$ cat src/pafan_pkg.sv
`timescale 1ns / 1ps
// pafan_pkg: widths, payload structs and shared types for the polygon area block
// depends on nothing; used by every module under src

package pafan_pkg;

    localparam int COORD_BITS = 16;
    localparam int AREA_BITS  = 48;

    localparam int AXES   = 3;
    localparam int AXIS_W = $clog2(AXES);

    // corner differences, cross product terms and their magnitudes
    localparam int DIFF_W = COORD_BITS + 1;
    localparam int PROD_W = 2 * DIFF_W;
    localparam int MAG_W  = PROD_W;
    localparam int MUL_W  = MAG_W + 1;

    // sum of three squares and its square root
    localparam int SUM_W  = 2 * MAG_W;
    localparam int ROOT_W = MAG_W;
    localparam int CNT_W  = $clog2(ROOT_W + 1);

    localparam int ACC_W = ((AREA_BITS > ROOT_W) ? AREA_BITS : ROOT_W) + 1;
    localparam logic [AREA_BITS-1:0] AREA_MAX = '1;

    // corners taken so far in the current polygon
    localparam logic [1:0] SEEN_NONE = 2'd0;
    localparam logic [1:0] SEEN_ONE  = 2'd1;
    localparam logic [1:0] SEEN_MANY = 2'd2;

    typedef logic [AXES-1:0][COORD_BITS-1:0] coord_vec_t;
    typedef logic [AXES-1:0][DIFF_W-1:0]     diff_vec_t;

    typedef struct packed {
        logic signed [COORD_BITS-1:0] corner_x;
        logic signed [COORD_BITS-1:0] corner_y;
        logic signed [COORD_BITS-1:0] corner_z;
        logic                         last_corner;
    } corner_t;

    typedef struct packed {
        logic [AREA_BITS-1:0] area;
        logic                 saturated;
    } result_t;

    // handshake of the two iterative units toward the sequencer
    typedef struct packed {
        logic busy;
        logic done;
    } unit_status_t;

endpackage

$ cat src/pafan_isqrt.sv
`timescale 1ns / 1ps
// pafan_isqrt: bit-serial floor square root, one result bit per cycle
// depends on pafan_pkg

module pafan_isqrt
(
    input  logic                              clk,
    input  logic                              rst_n,
    input  logic                              start,
    input  logic [pafan_pkg::SUM_W-1:0]       radicand,
    output pafan_pkg::unit_status_t           status,
    output logic [pafan_pkg::ROOT_W-1:0]      root
);

    logic [pafan_pkg::SUM_W-1:0]    rad_reg;
    logic [pafan_pkg::ROOT_W+1:0]   rem_reg;
    logic [pafan_pkg::ROOT_W-1:0]   root_reg;
    logic [pafan_pkg::CNT_W-1:0]    cnt_reg;
    logic                           busy_reg;
    logic                           done_reg;

    logic [pafan_pkg::ROOT_W+1:0]   rem_sh;
    logic [pafan_pkg::ROOT_W+1:0]   trial;
    logic                           take;

    // bring down the next two radicand bits, try root*4+1
    assign rem_sh = {rem_reg[pafan_pkg::ROOT_W-1:0], rad_reg[pafan_pkg::SUM_W-1 -: 2]};
    assign trial  = {root_reg, 2'b01};
    assign take   = (rem_sh >= trial);

    always_ff @(posedge clk or negedge rst_n)
    begin
        if (!rst_n)
        begin
            rad_reg  <= '0;
            rem_reg  <= '0;
            root_reg <= '0;
            cnt_reg  <= '0;
            busy_reg <= 1'b0;
            done_reg <= 1'b0;
        end
        else
        begin
            done_reg <= 1'b0;
            if (start && !busy_reg)
            begin
                rad_reg  <= radicand;
                rem_reg  <= '0;
                root_reg <= '0;
                cnt_reg  <= pafan_pkg::CNT_W'(pafan_pkg::ROOT_W);
                busy_reg <= 1'b1;
            end
            else if (busy_reg)
            begin
                rad_reg  <= rad_reg << 2;
                rem_reg  <= take ? (rem_sh - trial) : rem_sh;
                root_reg <= {root_reg[pafan_pkg::ROOT_W-2:0], take};
                cnt_reg  <= cnt_reg - pafan_pkg::CNT_W'(1);
                if (cnt_reg == pafan_pkg::CNT_W'(1))
                begin
                    busy_reg <= 1'b0;
                    done_reg <= 1'b1;
                end
            end
        end
    end

    assign status.busy = busy_reg;
    assign status.done = done_reg;
    assign root        = root_reg;

endmodule

$ cat config.mk
export PLATFORM = sky130hd
export DESIGN_NAME = pafan_isqrt
export DESIGN_NICKNAME = d
export VERILOG_FILES = /design/src/pafan_pkg.sv /design/src/pafan_isqrt.sv
export SDC_FILE = /design/constraint.sdc
export NUM_CORES = 1
export LEC_CHECK = 0
export ABC_AREA = 1
export BUFFER_PORTS_ARGS = -buffer_cell sky130_fd_sc_hd__buf_2
export CAP_MARGIN = 20
export CORE_UTILIZATION = 61
export DETAILED_ROUTE_END_ITERATION = 12
export HOLD_SLACK_MARGIN = 0.12
export PLACE_DENSITY = 0.8
export SLEW_MARGIN = 20
export SYNTH_ARGS = -nofsm -noshare
export SYNTH_HDL_FRONTEND = slang
export SYNTH_SLANG_ARGS = --single-unit
$ cat constraint.sdc
create_clock -name clk -period 4.9 [get_ports clk]
set_input_delay 0.245 -clock clk [delete_from_list [all_inputs] [get_ports clk]]
set_output_delay 0.245 -clock clk [all_outputs]
set_load 0.03 [all_outputs]
======== Yosys cells after proc, flatten, opt, wreduce, memory -nomap -nowiden ========
Index checks and enable logic that the tools add are counted.
storage, ports and cells
  register bits ........................... 144
  bits of input ports ..................... 71
  output and inout bits ................... 36
  word-level logic and storage cells ...... 28
cells by class
  $lt $le $gt $ge ......................... 1
  muxes and demuxes ....................... 15
  $add $sub $neg .......................... 2
  reductions and logical operators ........ 3
  equality and inequality tests ........... 1
operator list
  cell                                                                    count
  34-bit 2-to-1 mux                                                       5
  68-bit 2-to-1 mux                                                       2
  36-bit >= comparator                                                    1
  34-bit subtractor                                                       1
  6-bit 2-to-1 mux                                                        2
  6-bit by 1-bit equality test with 1-bit output (second input constant)  1
  1-bit 2-to-1 mux                                                        6
  6-bit by 1-bit subtractor with 6-bit output (second input constant)     1
  2-bit nonzero test                                                      1
  1-bit logical AND                                                       1
  1-bit logical NOT                                                       1

======== Longest topological paths before layout ========
Gate-level depths: netlist of the first run.
  word-level depth ........................ 4
  mapped depth ............................ 17
  depth with buffers taken out ............ 16

======== Worst setup path before layout of the first run ========
No wires, ideal clock.
  path kind ............................... register to register
  start ................................... register root_reg, in the netlist root[8]
  end ..................................... register rem_reg[24] in the netlist's numbering
  arrival time ............................ 2086 ps
  period minus slack after synthesis ...... 2204 ps
  slack ................................... 2696 ps
  library setup time ...................... 118 ps
  stages on the path, launching flop included .. 14
  buffers on the path ..................... 2
  path through ............................ dfrtp_1 > inv_1 > ha_1 > nand2_2 > nor2_2 > inv_2 > nor3_2 > nand3_1 > nand4_2 > buf_6 > buf_6 > nand3_1 > nand3_1 > nand2_1
on the way
  word-level cells in the longest chain between the ends .. 4
  elaborated cells on any way between the ends .. 5
  those cells by class .................... add/sub (1); order compare (1); mux (3)
ends and longest elaborated chain
  item                                                              RTL line                              text
  start, declared                                                   pafan_isqrt.sv:17                     logic [pafan_pkg::ROOT_W-1:0] root_reg;
  start signal, assigned                                            pafan_isqrt.sv:57                     root_reg <= {root_reg[pafan_pkg::ROOT_W-2:0], take};
  34-bit subtractor / 36-bit >= comparator (equally long branches)  pafan_isqrt.sv:56, pafan_isqrt.sv:29
  34-bit 2-to-1 mux (*)                                             pafan_isqrt.sv:56                     rem_reg <= take ? (rem_sh - trial) : rem_sh;
  34-bit 2-to-1 mux (*)                                             pafan_isqrt.sv:53                     else if (busy_reg)
  34-bit 2-to-1 mux (*)                                             pafan_isqrt.sv:45                     if (start && !busy_reg)
  end signal, assigned                                              pafan_isqrt.sv:56
  end, declared                                                     pafan_isqrt.sv:16                     logic [pafan_pkg::ROOT_W+1:0] rem_reg;
Mark *: on every way between the ends. The rest lies on a longest branch, timed or not. The select of a mux whose other input is x is not followed.
A chain may end at the register's enable or synchronous reset.

======== Final worst setup path of the first run ========
  start ................................... register root_reg, in the netlist root[16]
  end ..................................... register rem_reg[8] in the netlist's numbering
on the way
  word-level cells in the longest chain between the ends .. 4
ends and longest elaborated chain
  item                  RTL line           text
  36-bit >= comparator  pafan_isqrt.sv:29  assign take = (rem_sh >= trial);
  34-bit 2-to-1 mux     pafan_isqrt.sv:56
  34-bit 2-to-1 mux     pafan_isqrt.sv:53
  34-bit 2-to-1 mux     pafan_isqrt.sv:45
No other way between the ends. The select of a mux whose other input is x is not followed.

==> impl_metrics.tcl, run 1 <==
set metrics [dict create \
    skew_ps 15.0 \
    wl_met1_mm 10.3 \
    p_leak_nw 5.51 \
    clockBufferDepth 2 \
    cts_tree "done" \
    maxSlewViolCount 0 \
    fillers 1038 \
    hold_ws_ps 258 \
    yosys_warnings 0 \
    yosysSeqAreaShare 0.416 \
    power.density_nw_per_um2 842 \
    ctsHtreeMaxLevel 4 \
    final.setup.tns_ps 0 \
    drc_errors 0 \
    cp.required_ps 5260 \
    post_cts_buffers 0 \
    initial_core_util 0.625 \
    grtUsageTotal 0.351 \
    grt_pass1_wl_mm 40.3 \
    netlist_area_um2 8670 \
    numCtsBuffers 17 \
    via_count 8643 \
    vias_per_cell 5.55 \
    overflow 0 \
    layout_common_cells "nand2_1, inv_1, dfrtp_1, buf_2, nor2_1" \
    drt_iter0_drc 742 \
    synth_edf_count 0 \
    cp_max_fo 41 \
    nets 1473 \
    postPlaceCellArea_um2 9280 \
    regArea_um2 3600 \
    core-area_um2 13900 \
    worstMarginPinSlew_ps 969 \
    antenna_cells 0 \
    finalSetupViolations 0 \
    largest_reg_flops 68 \
    path_delay_family "simple AND/OR/NAND/NOR gates" \
    ys_ff_latch 144 \
    irDropWorstVdd_mv 0.374 \
    final_area_um2 10600 \
    clockRootBuffer "clkbuf_16" \
    die_width_um 121 \
    fp.dieH_um 121 \
    max-cap-violations 0 \
    grt_max_degree 101 \
    crit_slowest_cell "nand4_4" \
    worstSetupPathType "reg2reg" \
    hold_class "in2reg" \
    place_congestion 0.979 \
    clk_latency_ps 430 \
    wl_met3_mm 1.49 \
    first_pass_iters 8 \
    die-area_um2 14700 \
    port_buffers 106 \
    clkTransAtPathRegs_ps 60 \
    slew-limit-headroom 0.353 \
    path_common_cell "nand2_1" \
    dp_hpwl_mm 15.4 \
    dp.cells 1456 \
    drive_gt1_frac 0.121 \
    synthFlopType "dfrtp_1" \
    fmax_mhz 349 \
    async_flop_share 1.00 \
    syn_nets 1318 \
    syn_to_final_growth_pct 22.2 \
    cts.sinks 144 \
    io_pins 107 \
    rsz0062_at_grt "false" \
    crit_path_start_kind "flop" \
    period_needed_ps 2860 \
    synth_cells 1209 \
    highest_layer "met4" \
    cts_hold_buf 69 \
    synth_cell_types 40 \
    final_hold_viol_count 0 \
    cts_resized 0 \
    crit_arrival_ps 3220 \
    first_global_vias 8755 \
    ant_nets 0 \
    synth_area_per_cell_um2 7.17 \
    fin_cells 1557 \
    end_kind "flop" \
    layout_commonest_cell "nand2_1" \
    antenna_found_initial 0 \
    final.period_utilization 0.584 \
    wl_mm 24.5 \
    outcome "completed" \
    wl_met2_mm 12.0 \
    wl_per_cell_um 15.7 \
    critPathMaxStageDelay_ps 490 \
    crit_chain "inv_1, ha_1, nand2_1, inv_2, nand2_1, nand2_1, a21oi_1, nand2_1, nand2_1, nand4_4, buf_4, nand2_1, nand2_1, o21ai_1" \
    cp_num_buf_inv 3 \
    multi_input_area_um2 4240 \
    num_rows 43 \
]
[cells by family (layout without fill, tap and decap cells)]
| family | count (synthesis) | in the layout | share of synthesized area |
|---|---|---|---|
| fa+ha+maj | 38 | 38 | 0.0548 |
| flops | 144 | 144 | 0.416 |
| xor+xnor | 18 | 18 | 0.0182 |
| simple gates | 631 | 631 | 0.294 |
| buf+inv | 215 | 383 | 0.0970 |
| compound gates | 163 | 163 | 0.120 |
[layout make-up]
| cell class | instances | share of cell area |
|---|---|---|
| clock buffer | 18 | 0.0415 |
| clock inverter | 14 | 0.0163 |
| inverter | 171 | 0.0608 |
| multi-input combinational | 850 | 0.400 |
| sequential | 144 | 0.340 |
| tap | 180 | 0.0213 |
| timing repair buffer | 180 | 0.119 |
[metal layers]
| layer | track usage | up-vias |
|---|---|---|
| li1 | - | 4166 |
| met1 | 0.427 | 4041 |
| met2 | 0.603 | 368 |
| met3 | 0.0728 | 68 |
| met4 | 0.151 | 0 |
| met5 | 0 | - |
[worst paths after layout]
| check | endpoint | cells after the start | slack [ps] | start |
|---|---|---|---|---|
| setup reg to reg | rem_reg[8] | 14 | 2040 | root[16] |
| hold / removal | cnt_reg[3] | 4 | 260 | start |
| min in group asynchronous | root[15] | 2 | 440 | rst_n |
| hold reg to reg | rad_reg[1] | 2 | 480 | rad_reg[1] |
| max in group asynchronous | rad_reg[52] | 3 | 3370 | rst_n |
| setup / recovery | rem_reg[8] | 14 | 2040 | root[16] |
[cells in the mapped netlist, types with 6 or more instances]
| master | instances | area (um^2) |
|---|---|---|
| a21oi_1 | 29 | 145 |
| a22oi_1 | 18 | 135 |
| clkbuf_1 | 31 | 116 |
| dfrtp_1 | 144 | 3600 |
| ha_1 | 38 | 475 |
| inv_1 | 163 | 612 |
| nand2_1 | 436 | 1640 |
| nand3_1 | 76 | 380 |
| nor2_1 | 89 | 334 |
| nor2_2 | 6 | 37.5 |
| o211ai_1 | 26 | 195 |
| o21ai_0 | 16 | 80.1 |
| o21ai_1 | 16 | 80.1 |
| o221ai_1 | 12 | 105 |
| o22ai_1 | 34 | 213 |
| xnor2_1 | 15 | 131 |
[power by group]
group	leakage [nW]	total, mW	switching [mW]	internal [mW]
combinational	3.40	5.51	3.61	1.91
sequential	1.81	2.05	0.311	1.74
clock	0.299	1.35	0.571	0.783
total	5.51	8.92	4.49	4.43
[worst reg2reg max path, stage by stage, from the launching register on]
cell     delay (ps)
dfrtp_1         350
inv_1            80
ha_1            370
nand2_1         190
inv_2            40
nand2_1          60
nand2_1          80
a21oi_1         220
nand2_1          80
nand2_1         100
nand4_4         490
buf_4           440
nand2_1          80
nand2_1          50
o21ai_1         160
[through the flow]
step	setup WS, ps	power (mW)	util
3_5_place_dp	1610	7.40	0.668
6_report	2040	8.92	0.763
5_1_grt	1700	9.76	0.763
2_1_floorplan	2700	6.19	-
4_1_cts	1580	8.83	0.762
3_3_place_gp	1730	7.28	0.668
Note: power is estimated with default switching activity, not from simulation.
==> run 2, diff against run 1 <==
- CORE_UTILIZATION: 61 -> 59
- PLACE_DENSITY: 0.8 -> 0.78
- clock period: 4.9 -> 2.9 ns (I/O delays scaled with it)
==> impl_metrics.tcl, run 2 (synthesis gave the netlist of run 1 again) <==
set metrics [dict create \
    cts_hold_buf 69 \
    clockBufferDepth 2 \
    layout_commonest_cell "nand2_1" \
    crit_slowest_cell "ha_1" \
    grt_max_degree 79 \
    cts_tree "done" \
    cts_resized 0 \
    fillers 1069 \
    cp_num_buf_inv 3 \
    largest_reg_flops 68 \
    grt_pass1_wl_mm 40.3 \
    first_pass_iters 5 \
    final.setup.tns_ps 0 \
    clockRootBuffer "clkbuf_16" \
    dp.cells 1462 \
    via_count 8688 \
    first_global_vias 8552 \
    drive_gt1_frac 0.122 \
    overflow 0 \
    post_cts_buffers 0 \
    nets 1479 \
    finalSetupViolations 0 \
    core-area_um2 14100 \
    ctsHtreeMaxLevel 4 \
    cp_max_fo 59 \
    layout_common_cells "nand2_1, inv_1, dfrtp_1, buf_2, nor2_1" \
    syn_to_final_growth_pct 22.5 \
    clkTransAtPathRegs_ps 60 \
    regArea_um2 3600 \
    slew-limit-headroom 0.425 \
    fin_cells 1562 \
    wl_mm 25.2 \
    end_kind "flop" \
    ant_nets 0 \
    place_congestion 0.991 \
    final_hold_viol_count 0 \
    maxSlewViolCount 0 \
    initial_core_util 0.615 \
    crit_arrival_ps 2830 \
    path_common_cell "nand2_1" \
    cts.sinks 144 \
    max-cap-violations 0 \
    power.density_nw_per_um2 1420 \
    die_width_um 123 \
    fp.dieH_um 123 \
    period_needed_ps 2470 \
    path_delay_family "simple AND/OR/NAND/NOR gates" \
    final.setup.worst_slack_ps 430 \
    worstMarginPinSlew_ps 863 \
    clk_latency_ps 430 \
    drt_iter0_drc 677 \
    crit_chain "inv_1, ha_1, inv_2, nor3_2, nand2_1, nor2_1, nand3_1, nand4_2, buf_12, nand2_1, nand2_1, nand2_1, nand2_1" \
    crit_path_start_kind "flop" \
    numCtsBuffers 17 \
    skew_ps 13.7 \
    rsz0062_at_grt "false" \
    wl_per_cell_um 16.1 \
    cp.required_ps 3260 \
    drc_errors 0 \
    num_rows 43 \
    final.period_utilization 0.852 \
    worstSetupPathType "reg2reg" \
    hold_class "in2reg" \
    antenna_found_initial 0 \
    pre_cts_ws_ps 487 \
    dp_hpwl_mm 16.2 \
    irDropWorstVdd_mv 0.762 \
    fmax_mhz 405 \
    die-area_um2 15200 \
    port_buffers 106 \
    grtUsageTotal 0.348 \
    vias_per_cell 5.56 \
    multi_input_area_um2 4230 \
    critPathMaxStageDelay_ps 370 \
    p_leak_nw 5.52 \
    outcome "completed" \
    io_pins 107 \
]
==> run 2: cell count changes in the layout (fill, tap and decap cells not counted) <==
cell,delta
buf_12,+4
clkinv_4,-1
bufinv_16,-1
clkbuf_1,+1
nand4_2,+1
inv_6,-2
clkinv_8,-1
clkinv_2,-1
nand4_4,-1
clkinvlp_4,+2
buf_4,+2
diode_2,+1
inv_2,+2
inv_8,-1
==> run 2: worst min-delay path: stages <==
cell and delay (ps):
buf_2 120, nand2_1 120, nand3_1 100, nand2_1 50
==> run 2: path summary, 6_finish.rpt <==
check / to / depth (start not counted) / from / slack [ps]
max in group asynchronous: rad_reg[63] / 3 / rst_n / 1850
worst min register to register: rad_reg[37] / 2 / rad_reg[35] / 490
worst max register to register: rem_reg[31] / 13 / root[30] / 430
min in group asynchronous: root[18] / 2 / rst_n / 280
worst min-delay path: cnt_reg[3] / 4 / start / 150
worst max-delay path: rem_reg[31] / 13 / root[30] / 430
==> run 2: cell type report <==
type                       count  area share
antenna                        1    0.000236
multi-input combinational    850       0.399
inverter                     171      0.0604
timing repair buffer         186       0.128
tap                          180      0.0212
sequential                   144       0.339
clock inverter                11      0.0103
clock buffer                  19      0.0417
==> run 2: where the power goes <==
part | internal (mW) | total (mW) | switching [mW] | leakage (nW)
logic | 3.33 | 9.45 | 6.13 | 3.45
registers | 2.94 | 3.50 | 0.559 | 1.81
clock network | 1.20 | 2.10 | 0.899 | 0.264
==> run 2: layer usage <==
| layer | track usage | share of wire |
|---|---|---|
| met3 | 0.0738 | 0.069 |
| met1 | 0.432 | 0.41 |
| met4 | 0.154 | 0.035 |
| met5 | 0 | 0 |
| met2 | 0.582 | 0.48 |
==> run 2: metrics by stage <==
stage | utilization | hold slack, ps | cell area [um^2] | total power, mW
after global placement | 0.665 | 208 | 9370 | 12.5
after CTS | 0.753 | 138 | 10600 | 14.9
after global routing | 0.753 | 175 | 10600 | 16.4
after detailed placement | 0.665 | 217 | 9370 | 12.6
final | 0.753 | 149 | 10600 | 15.1
after floorplan | - | -151 | 8670 | 10.5
