--- src/pafan_pkg.sv ---
`timescale 1ns / 1ps
// pafan_pkg: widths, payload structs and shared types for the polygon area block
// depends on nothing; used by every module under src

package pafan_pkg;

    localparam int COORD_BITS = 16;
    localparam int AREA_BITS  = 48;

    localparam int AXES   = 3;
    localparam int AXIS_W = $clog2(AXES);

    // corner differences, cross product terms and their magnitudes
    localparam int DIFF_W = COORD_BITS + 1;
    localparam int PROD_W = 2 * DIFF_W;
    localparam int MAG_W  = PROD_W;
    localparam int MUL_W  = MAG_W + 1;

    // sum of three squares and its square root
    localparam int SUM_W  = 2 * MAG_W;
    localparam int ROOT_W = MAG_W;
    localparam int CNT_W  = $clog2(ROOT_W + 1);

    localparam int ACC_W = ((AREA_BITS > ROOT_W) ? AREA_BITS : ROOT_W) + 1;
    localparam logic [AREA_BITS-1:0] AREA_MAX = '1;

    // corners taken so far in the current polygon
    localparam logic [1:0] SEEN_NONE = 2'd0;
    localparam logic [1:0] SEEN_ONE  = 2'd1;
    localparam logic [1:0] SEEN_MANY = 2'd2;

    typedef logic [AXES-1:0][COORD_BITS-1:0] coord_vec_t;
    typedef logic [AXES-1:0][DIFF_W-1:0]     diff_vec_t;

    typedef struct packed {
        logic signed [COORD_BITS-1:0] corner_x;
        logic signed [COORD_BITS-1:0] corner_y;
        logic signed [COORD_BITS-1:0] corner_z;
        logic                         last_corner;
    } corner_t;

    typedef struct packed {
        logic [AREA_BITS-1:0] area;
        logic                 saturated;
    } result_t;

    // handshake of the two iterative units toward the sequencer
    typedef struct packed {
        logic busy;
        logic done;
    } unit_status_t;

endpackage

--- src/pafan_cross.sv ---
`timescale 1ns / 1ps
// pafan_cross: squared length of a cross product through one shared multiplier
// depends on pafan_pkg

module pafan_cross
(
    input  logic                            clk,
    input  logic                            rst_n,
    input  logic                            start,
    input  pafan_pkg::diff_vec_t            u_vec,
    input  pafan_pkg::diff_vec_t            v_vec,
    output pafan_pkg::unit_status_t         status,
    output logic [pafan_pkg::SUM_W-1:0]     sum_sq
);

    typedef enum logic [2:0] {
        PH_IDLE,
        PH_MUL_A,
        PH_MUL_B,
        PH_DIFF,
        PH_SQ,
        PH_ACC
    } phase_t;

    phase_t                                 phase_reg;
    logic [pafan_pkg::AXIS_W-1:0]           comp_reg;
    logic                                   done_reg;
    logic signed [2*pafan_pkg::MUL_W-1:0]   prod_reg;
    logic signed [pafan_pkg::PROD_W-1:0]    hold_reg;
    logic signed [pafan_pkg::PROD_W-1:0]    cross_reg;
    logic [pafan_pkg::SUM_W-1:0]            sum_reg;

    logic [pafan_pkg::AXIS_W-1:0]           idx_a;
    logic [pafan_pkg::AXIS_W-1:0]           idx_b;
    logic [pafan_pkg::MAG_W-1:0]            mag_w;
    logic signed [pafan_pkg::MUL_W-1:0]     op_l;
    logic signed [pafan_pkg::MUL_W-1:0]     op_r;
    logic signed [2*pafan_pkg::MUL_W-1:0]   mul_out;

    function automatic logic signed [pafan_pkg::MUL_W-1:0] sext_diff(
        input logic [pafan_pkg::DIFF_W-1:0] d
    );
        return $signed({{(pafan_pkg::MUL_W-pafan_pkg::DIFF_W){d[pafan_pkg::DIFF_W-1]}}, d});
    endfunction

    // component k is u[k+1]*v[k+2] - u[k+2]*v[k+1], indices mod 3
    always_comb
    begin
        unique case (comp_reg)
            2'd0:    begin idx_a = 2'd1; idx_b = 2'd2; end
            2'd1:    begin idx_a = 2'd2; idx_b = 2'd0; end
            2'd2:    begin idx_a = 2'd0; idx_b = 2'd1; end
            default: begin idx_a = 2'd1; idx_b = 2'd2; end
        endcase
    end

    assign mag_w = cross_reg[pafan_pkg::PROD_W-1] ? pafan_pkg::MAG_W'(-cross_reg)
                                                  : pafan_pkg::MAG_W'(cross_reg);

    always_comb
    begin
        unique case (phase_reg)
            PH_MUL_A:
            begin
                op_l = sext_diff(u_vec[idx_a]);
                op_r = sext_diff(v_vec[idx_b]);
            end
            PH_MUL_B:
            begin
                op_l = sext_diff(u_vec[idx_b]);
                op_r = sext_diff(v_vec[idx_a]);
            end
            default:
            begin
                op_l = $signed({1'b0, mag_w});
                op_r = $signed({1'b0, mag_w});
            end
        endcase
    end

    assign mul_out = op_l * op_r;

    always_ff @(posedge clk or negedge rst_n)
    begin
        if (!rst_n)
        begin
            phase_reg <= PH_IDLE;
            comp_reg  <= '0;
            done_reg  <= 1'b0;
            prod_reg  <= '0;
            hold_reg  <= '0;
            cross_reg <= '0;
            sum_reg   <= '0;
        end
        else
        begin
            done_reg <= 1'b0;
            unique case (phase_reg)
                PH_IDLE:
                begin
                    if (start)
                    begin
                        sum_reg   <= '0;
                        comp_reg  <= '0;
                        phase_reg <= PH_MUL_A;
                    end
                end
                PH_MUL_A:
                begin
                    prod_reg  <= mul_out;
                    phase_reg <= PH_MUL_B;
                end
                PH_MUL_B:
                begin
                    hold_reg  <= prod_reg[pafan_pkg::PROD_W-1:0];
                    prod_reg  <= mul_out;
                    phase_reg <= PH_DIFF;
                end
                PH_DIFF:
                begin
                    cross_reg <= hold_reg - $signed(prod_reg[pafan_pkg::PROD_W-1:0]);
                    phase_reg <= PH_SQ;
                end
                PH_SQ:
                begin
                    prod_reg  <= mul_out;
                    phase_reg <= PH_ACC;
                end
                PH_ACC:
                begin
                    sum_reg <= sum_reg + prod_reg[pafan_pkg::SUM_W-1:0];
                    if (comp_reg == pafan_pkg::AXIS_W'(pafan_pkg::AXES - 1))
                    begin
                        done_reg  <= 1'b1;
                        phase_reg <= PH_IDLE;
                    end
                    else
                    begin
                        comp_reg  <= comp_reg + pafan_pkg::AXIS_W'(1);
                        phase_reg <= PH_MUL_A;
                    end
                end
                default:
                begin
                    phase_reg <= PH_IDLE;
                end
            endcase
        end
    end

    assign status.busy = (phase_reg != PH_IDLE);
    assign status.done = done_reg;
    assign sum_sq      = sum_reg;

endmodule

--- config.mk ---
export PLATFORM = sky130hd
export DESIGN_NAME = pafan_cross
export DESIGN_NICKNAME = d
export VERILOG_FILES = /design/src/pafan_pkg.sv /design/src/pafan_cross.sv
export SDC_FILE = /design/constraint.sdc
export NUM_CORES = 2
export LEC_CHECK = 0
export ABC_AREA = 1
export BUFFER_PORTS_ARGS = -buffer_cell sky130_fd_sc_hd__clkbuf_2
export CAP_MARGIN = 10
export CELL_PAD_IN_SITES_DETAIL_PLACEMENT = 0
export CELL_PAD_IN_SITES_GLOBAL_PLACEMENT = 2
export CORE_ASPECT_RATIO = 1.1
export CORE_UTILIZATION = 40
export CTS_CLUSTER_DIAMETER = 150
export DETAILED_ROUTE_END_ITERATION = 10
export GPL_TIMING_DRIVEN = 1
export PLACE_DENSITY = 0.88
export SYNTH_ARGS = -nofsm -noshare
export SYNTH_HDL_FRONTEND = slang
export SYNTH_SLANG_ARGS = --single-unit
export TNS_END_PERCENT = 50
--- constraint.sdc ---
create_clock -name clk -period 10.6 [get_ports clk]
set_input_delay 1.06 -clock clk [delete_from_list [all_inputs] [get_ports clk]]
set_output_delay 1.06 -clock clk [all_outputs]
set_load 0.05 [all_outputs]
# ---- Word level (Yosys, flattened, before mapping)
# Index checks and enable logic that the tools add are counted.
dict set report totals {
  reg_bits 210
  in_bits 105
  out_inout_bits 70
  word_cells 52
}
dict set report classes {
  addsub 4
  multipliers 1
  magnitude_cmp 2
  n_eq_ne 9
  mux 23
  n_reduce_logical 6
}
# cell count
set ops {}
lappend ops {{35-bit case mux with 2 select lines} 2}
lappend ops {{17-bit binary-select mux with 2-bit select} 4}
lappend ops {{68-bit case mux with 2 select lines} 1}
lappend ops {{68-bit adder} 1}
lappend ops {{35-bit by 35-bit multiplier with 68-bit output} 1}
lappend ops {{17-bit 2-to-1 mux} 4}
lappend ops {{68-bit 2-to-1 mux} 1}
lappend ops {{34-bit 2-to-1 mux} 1}
lappend ops {{34-bit negator} 1}
lappend ops {{34-bit subtractor} 1}
lappend ops {{3-bit case mux with 6 select lines} 1}
lappend ops {{2-bit case mux with 2 select lines} 3}
lappend ops {{3-bit by 2-bit equality test with 1-bit output, second input constant} 2}
lappend ops {{3-bit equality test, second input constant} 2}
lappend ops {{2-bit by 3-bit < comparator with 1-bit output, second input constant} 2}
lappend ops {{2-bit 2-to-1 mux} 2}
lappend ops {{2-bit inequality test, second input constant} 2}
lappend ops {{3-bit by 1-bit equality test with 1-bit output, second input constant} 1}
lappend ops {{3-bit logical NOT} 1}
lappend ops {{1-bit 2-to-1 mux} 3}
lappend ops {{3-bit 2-to-1 mux} 1}
lappend ops {{3-bit AND reduction} 1}
lappend ops {{3-bit nonzero test} 1}
lappend ops {{3-bit OR reduction} 1}
lappend ops {{5 further kinds} 5}

# ---- Longest topological paths before layout
dict set report logic_depth {
  ltp_word 6
  depth_mapped 46
  ltp_nobuf 46
}

# ---- Least setup slack after synthesis
# Ideal clock, no wire load.
dict set report synth_timing {
  path_kind {in2reg}
  from {input port u_vec[16] (netlist bit)}
  to {register prod_reg[66] (netlist bit)}
  setup_ps 118
  arrival_ps 8330
  required_ps 10482
  path_slack_ps 2152
  stages 31
  n_path_buf 3
  path_cell_list {inv_1 o211ai_1 nand3_1 nand2_1 buf_2 inv_1 buf_2 buf_1 nor2_1 fa_1 fa_1 inv_1 fa_1 inv_1 fa_1 inv_1 fa_1 fa_1 fa_1 fa_1 inv_1 ha_1 nand2_1 nor3_1 nand2_1 nor4_1 nand2_1 nand2_1 nand2_1 nand3_1 nand2_1}
}
dict set report synth_between {
  elab_chain_cells 4
  word_cells_on_any_way 6
  classes_between {1 x mul; 5 x mux}
}
# element line
set synth_lines {}
lappend synth_lines {{from (decl)} pafan_cross.sv:10} ;# input pafan_pkg::diff_vec_t u_vec,
lappend synth_lines {{17-bit binary-select mux with 2-bit select, on equally long branches} {pafan_cross.sv:70, pafan_cross.sv:65}}
lappend synth_lines {{17-bit 2-to-1 mux, on equally long branches} {pafan_cross.sv:70, pafan_cross.sv:65}}
lappend synth_lines {{35-bit case mux with 2 select lines (*)} pafan_cross.sv:62} ;# unique case (phase_reg)
lappend synth_lines {{35-bit by 35-bit multiplier with 68-bit output (*)} pafan_cross.sv:81} ;# assign mul_out = op_l * op_r;
lappend synth_lines {{to (signal assigned)} pafan_cross.sv:110} ;# prod_reg <= mul_out;
lappend synth_lines {{to (signal assigned)} pafan_cross.sv:116} ;# prod_reg <= mul_out;
lappend synth_lines {{to (signal assigned)} pafan_cross.sv:126} ;# prod_reg <= mul_out;
lappend synth_lines {{to (decl)} pafan_cross.sv:28} ;# logic signed [2*pafan_pkg::MUL_W-1:0] prod_reg;
# Mark *: on every way between the ends. The rest lies on a longest branch, timed or not. The select of a mux whose other input is x is not followed.
# A chain may end at the register's enable or synchronous reset.

# ---- Worst setup path after layout
dict set report layout_timing {
  from {register comp_reg[0] (netlist bit)}
  to {register prod_reg[53] (netlist bit)}
}
dict set report layout_between {
  elab_chain_cells 6
  word_cells_on_any_way 15
  classes_between {1 x mul; 2 x eq/ne; 12 x mux}
}
# element line
set layout_lines {}
lappend layout_lines {{from (decl)} pafan_cross.sv:26} ;# logic [pafan_pkg::AXIS_W-1:0] comp_reg;
lappend layout_lines {{from (signal assigned)} pafan_cross.sv:139} ;# comp_reg <= comp_reg + pafan_pkg::AXIS_W'(1);
lappend layout_lines {{2-bit equality test / 2-bit by 1-bit equality test with 1-bit output (equally long branches)} pafan_cross.sv:49} ;# unique case (comp_reg)
lappend layout_lines {{2-bit case mux with 2 select lines} pafan_cross.sv:49}
lappend layout_lines {{17-bit binary-select mux with 2-bit select, on equally long branches} n/a}
lappend layout_lines {{17-bit 2-to-1 mux, on equally long branches} n/a}
lappend layout_lines {{35-bit case mux with 2 select lines} pafan_cross.sv:62}
lappend layout_lines {{35-bit by 35-bit multiplier with 68-bit output (*)} pafan_cross.sv:81}
# Marked as above.

==> results_tabular.tex <==
\begin{tabular}{lr}
\hline
Metric & Value \\
\hline
\multicolumn{2}{l}{\textbf{Final layout}} \\
\quad Commonest cells after routing, fill and taps aside & sky130\_fd\_sc\_hd\_\_inv\_1 (1819), sky130\_fd\_sc\_hd\_\_nand2\_1 (1779), sky130\_fd\_sc\_hd\_\_fa\_1 (1289) \\
\quad Filler cell count in the final layout & 16000 \\
\quad Antenna diode instance count & 0 \\
\quad Area delta synth->final & 7.27\% \\
\quad Share of cells above drive strength 1 & 5.95\% \\
\quad Final net count & 9930 \\
\quad Most common cell after layout, fill and taps aside & sky130\_fd\_sc\_hd\_\_inv\_1 \\
\multicolumn{2}{l}{\textbf{Detailed routing}} \\
\quad Total detailed-routing wirelength & 252 mm \\
\quad Via density per instance & 5.26 \\
\quad Iteration-0 DRC count of the detailed router & 4044 \\
\quad DRC violations left & 0 \\
\quad First-pass iteration count of the detailed router & 6 \\
\quad Number of vias in the routed layout & 54200 \\
\quad Routed length per instance & 24.5 µm \\
\quad Antenna Violating Nets Remaining & 0 \\
\multicolumn{2}{l}{\textbf{Setup path}} \\
\quad Startpoint-to-endpoint class of the critical path & flip-flop to flip-flop \\
\quad Max Fanout on Critical Path & 41 \\
\quad Cell mode on critical path & sky130\_fd\_sc\_hd\_\_fa\_1 \\
\quad Startpoint type of the worst setup path & flip-flop \\
\quad Slowest Stage Delay on Critical Path & 0.58 ns \\
\quad Worst setup EP type & flip-flop \\
\quad Required @ worst endpoint & 11.05 ns \\
\quad Highest-delay cell along the critical path & sky130\_fd\_sc\_hd\_\_nor2\_1 \\
\quad Worst EP arrival & 10.82 ns \\
\multicolumn{2}{l}{\textbf{Placed design}} \\
\quad Gpl congestion & 0.986 \\
\quad Detailed Place HPWL & 215 mm \\
\quad Input/output buffers & 174 \\
\multicolumn{2}{l}{\textbf{Yosys}} \\
\quad Async S/R FF share, synth & 100\% \\
\quad Combinational family with the most area after synthesis & adder cells \\
\quad Fraction of the yosys area taken by sequential cells & 8.55\% \\
\quad Synth Area in Simple Gates & 22.0\% \\
\quad Number of enable flip-flop cells after synthesis & 0 \\
\quad Post-synthesis net count & 9835 \\
\quad Area of the mapped netlist & 61500 µm² \\
\quad Gate count of the mapped netlist & 8133 \\
\quad Synthesized-area fraction occupied by adder cells & 48.2\% \\
\quad Mean cell area of the mapped netlist & 7.56 µm² \\
\quad Flop and latch count out of synthesis & 210 \\
\quad Multiplexer share of the synthesized area & 0\% \\
\quad Library cells used by synthesis & 52 \\
\quad Flip-flop cell with the highest count after synthesis & sky130\_fd\_sc\_hd\_\_dfrtp\_1 \\
\quad Post-synthesis compound-gate area fraction & 6.98\% \\
\quad Post-synthesis share of cell area spent on xor and xnor gates & 0.783\% \\
\quad Count of synthesis-stage warnings from yosys & 0 \\
\multicolumn{2}{l}{\textbf{Global route}} \\
\quad Remaining global-route overflow & 0 \\
\quad Initial antenna violation count & 5 \\
\quad Wire length of the first global-routing pass & 377 mm \\
\quad Pin count of the biggest net entering global routing & 83 \\
\quad Overall routing resource usage & 33.1\% \\
\quad Via count of the first global-routing pass & 56600 \\
\multicolumn{2}{l}{\textbf{STA}} \\
\quad Rel. slew slack & 16.3\% \\
\quad Setup TNS & 0 ns \\
\quad Final-report hold violation count & 0 \\
\quad Setup repair after global routing missed its margin & no \\
\quad Max Slew Vio Count & 0 \\
\quad Setup violations, final & 0 \\
\quad Share of the clock period used by the worst path & 97.8\% \\
\quad Peak Freq & 96.4 MHz \\
\quad Slew @ Worst Pin & 1.25 ns \\
\quad Shortest clock period the worst path allows after layout & 10.37 ns \\
\quad Clock tree skew after final layout & 0.0434 ns \\
\multicolumn{2}{l}{\textbf{Die}} \\
\quad Area of the core & 152000 µm² \\
\quad Die H & 413 µm \\
\quad Std cell rows & 150 \\
\quad Horizontal die dimension & 376 µm \\
\quad Initial core utilization & 40.4\% \\
\quad IO Count & 175 \\
\quad Area enclosed by the die boundary & 155000 µm² \\
\multicolumn{2}{l}{\textbf{Clock tree}} \\
\quad Root cell of the clock tree & sky130\_fd\_sc\_hd\_\_clkbuf\_16 \\
\quad Clock-pin slew reported for the worst setup and hold paths after clock tree synthesis & 0.06 ns \\
\quad Number of sinks on the clock net & 210 \\
\quad Number of buffers on the longest clock path & 3 \\
\quad Clock insertion delay at the later pin of the skew report & 0.60 ns \\
\quad CTS Buf Count & 27 \\
\quad Clock tree from TritonCTS & done \\
\quad H-tree lvl count & 1 \\
\multicolumn{2}{l}{\textbf{Worst hold path}} \\
\quad HP Class & primary input to asynchronous set/reset pin \\
\multicolumn{2}{l}{\textbf{Flow run}} \\
\quad Maximum capacitance violations & 0 \\
\multicolumn{2}{l}{\textbf{Outcome}} \\
\quad Result of the run & complete, no violations \\
\hline
\end{tabular}
cell families (layout without fill, tap and decap cells):
group	count (synthesis)	in the layout
adders and majority gates	1597	1597
AOI/OAI and AO/OA	792	792
and+or+nand+nor	3336	3336
DFF	210	210
buffers and inverters	2143	2257
xor gates and xnor gates	55	55
timing repair:
item / 4_1_cts / 5_1_grt
resized for setup: 0 / 24
endpoints found under the setup margin: 0 / 21
hold buffers: 0 / 0
buffers inserted: 0 / 2
Yosys cell counts, types with 3 or more instances:
cell | number | area share (%)
sky130_fd_sc_hd__nor2_2 | 9 | 0.092
sky130_fd_sc_hd__nand2_2 | 15 | 0.15
sky130_fd_sc_hd__buf_2 | 138 | 1.1
sky130_fd_sc_hd__buf_6 | 7 | 0.13
sky130_fd_sc_hd__nand3_1 | 352 | 2.9
sky130_fd_sc_hd__fa_1 | 1290 | 42
sky130_fd_sc_hd__clkinv_1 | 7 | 0.043
sky130_fd_sc_hd__xor2_1 | 13 | 0.19
sky130_fd_sc_hd__a21oi_1 | 298 | 2.4
sky130_fd_sc_hd__o21bai_1 | 30 | 0.37
sky130_fd_sc_hd__a21boi_0 | 6 | 0.073
sky130_fd_sc_hd__nor4_1 | 15 | 0.15
sky130_fd_sc_hd__nand2_1 | 1782 | 11
sky130_fd_sc_hd__buf_4 | 3 | 0.037
sky130_fd_sc_hd__clkbuf_1 | 111 | 0.68
sky130_fd_sc_hd__nand3b_1 | 23 | 0.28
sky130_fd_sc_hd__and2_1 | 5 | 0.051
sky130_fd_sc_hd__o211ai_1 | 15 | 0.18
sky130_fd_sc_hd__a21o_1 | 10 | 0.12
sky130_fd_sc_hd__nand4_1 | 63 | 0.64
sky130_fd_sc_hd__inv_1 | 1826 | 11
sky130_fd_sc_hd__and3_1 | 4 | 0.041
sky130_fd_sc_hd__dfrtp_1 | 210 | 8.5
sky130_fd_sc_hd__o311ai_1 | 9 | 0.13
sky130_fd_sc_hd__a31oi_1 | 24 | 0.24
sky130_fd_sc_hd__nor2_4 | 3 | 0.055
sky130_fd_sc_hd__buf_1 | 13 | 0.079
sky130_fd_sc_hd__o21ai_0 | 352 | 2.9
sky130_fd_sc_hd__or2_2 | 11 | 0.11
sky130_fd_sc_hd__nor2_1 | 999 | 6.1
sky130_fd_sc_hd__nor3_1 | 48 | 0.39
sky130_fd_sc_hd__o21ai_1 | 9 | 0.073
sky130_fd_sc_hd__xnor2_1 | 42 | 0.60
sky130_fd_sc_hd__ha_1 | 307 | 6.2
sky130_fd_sc_hd__o22ai_1 | 8 | 0.081
sky130_fd_sc_hd__inv_2 | 37 | 0.23
sky130_fd_sc_hd__a211o_1 | 5 | 0.071
sky130_fd_sc_hd__o21a_1 | 12 | 0.15
layer usage:
metal  vias to the layer above  GRT usage [%]  part of all wire, %
met5                         -              0                0.021
met4                         8           12.7                  4.7
met3                       409           4.01                  6.1
met2                      1832           54.5                   47
met1                     27500           44.6                   42
li1                      24400              -                    -
through the flow:
step / util, % / cells / setup slack, ns / area (µm²) / hold slack, ns
2_1_floorplan: - / 8133 / 2.15 / 61500 / 0.453
3_3_place_gp: 42.7 / 10200 / 0.105 / 65000 / 0.471
3_5_place_dp: 42.7 / 10200 / 0.165 / 65000 / 0.478
4_1_cts: 43.3 / 10300 / 0.0935 / 65900 / 0.466
5_1_grt: 43.3 / 10300 / 0.00287 / 66000 / 0.516
6_report: 43.3 / 10300 / 0.228 / 66000 / 0.465
final timing paths:
| kind | from | end | slack, ns | depth (start not counted) |
|---|---|---|---|---|
| min | rst_n | sum_sq[10] | 0.46 | 1 |
| max in group asynchronous | rst_n | prod_reg[24] | 8.69 | 2 |
| max reg2reg | comp_reg[0] | prod_reg[53] | 0.23 | 37 |
| min in group clk | hold_reg[10] | hold_reg[10] | 0.49 | 2 |
| min reg2reg | hold_reg[10] | hold_reg[10] | 0.49 | 2 |
| max | comp_reg[0] | prod_reg[53] | 0.23 | 37 |
worst max-delay path: cells and delay by family (launching register included):
kind            cells  cell delay, ns
fa+ha+maj          10            4.86
simple gates       15            3.11
buf+inv            10            1.46
compound gates      2            0.39
flops               1            0.38
area by class of cell:
cell class,count,area [µm²],share of cell area (%)
Tap cell,2052,2570,3.89
Multi-Input combinational cell,5780,48000,72.8
Clock buffer,34,742,1.12
Clock inverter,14,154,0.233
Timing Repair inverter,1,5.00,0.00759
Inverter,1871,7050,10.7
Sequential cell,210,5260,7.97
Timing Repair Buffer,337,2160,3.28
Power is not shown: default switching activity piles up to over one toggle a cycle in this logic, so the estimate is an artifact.
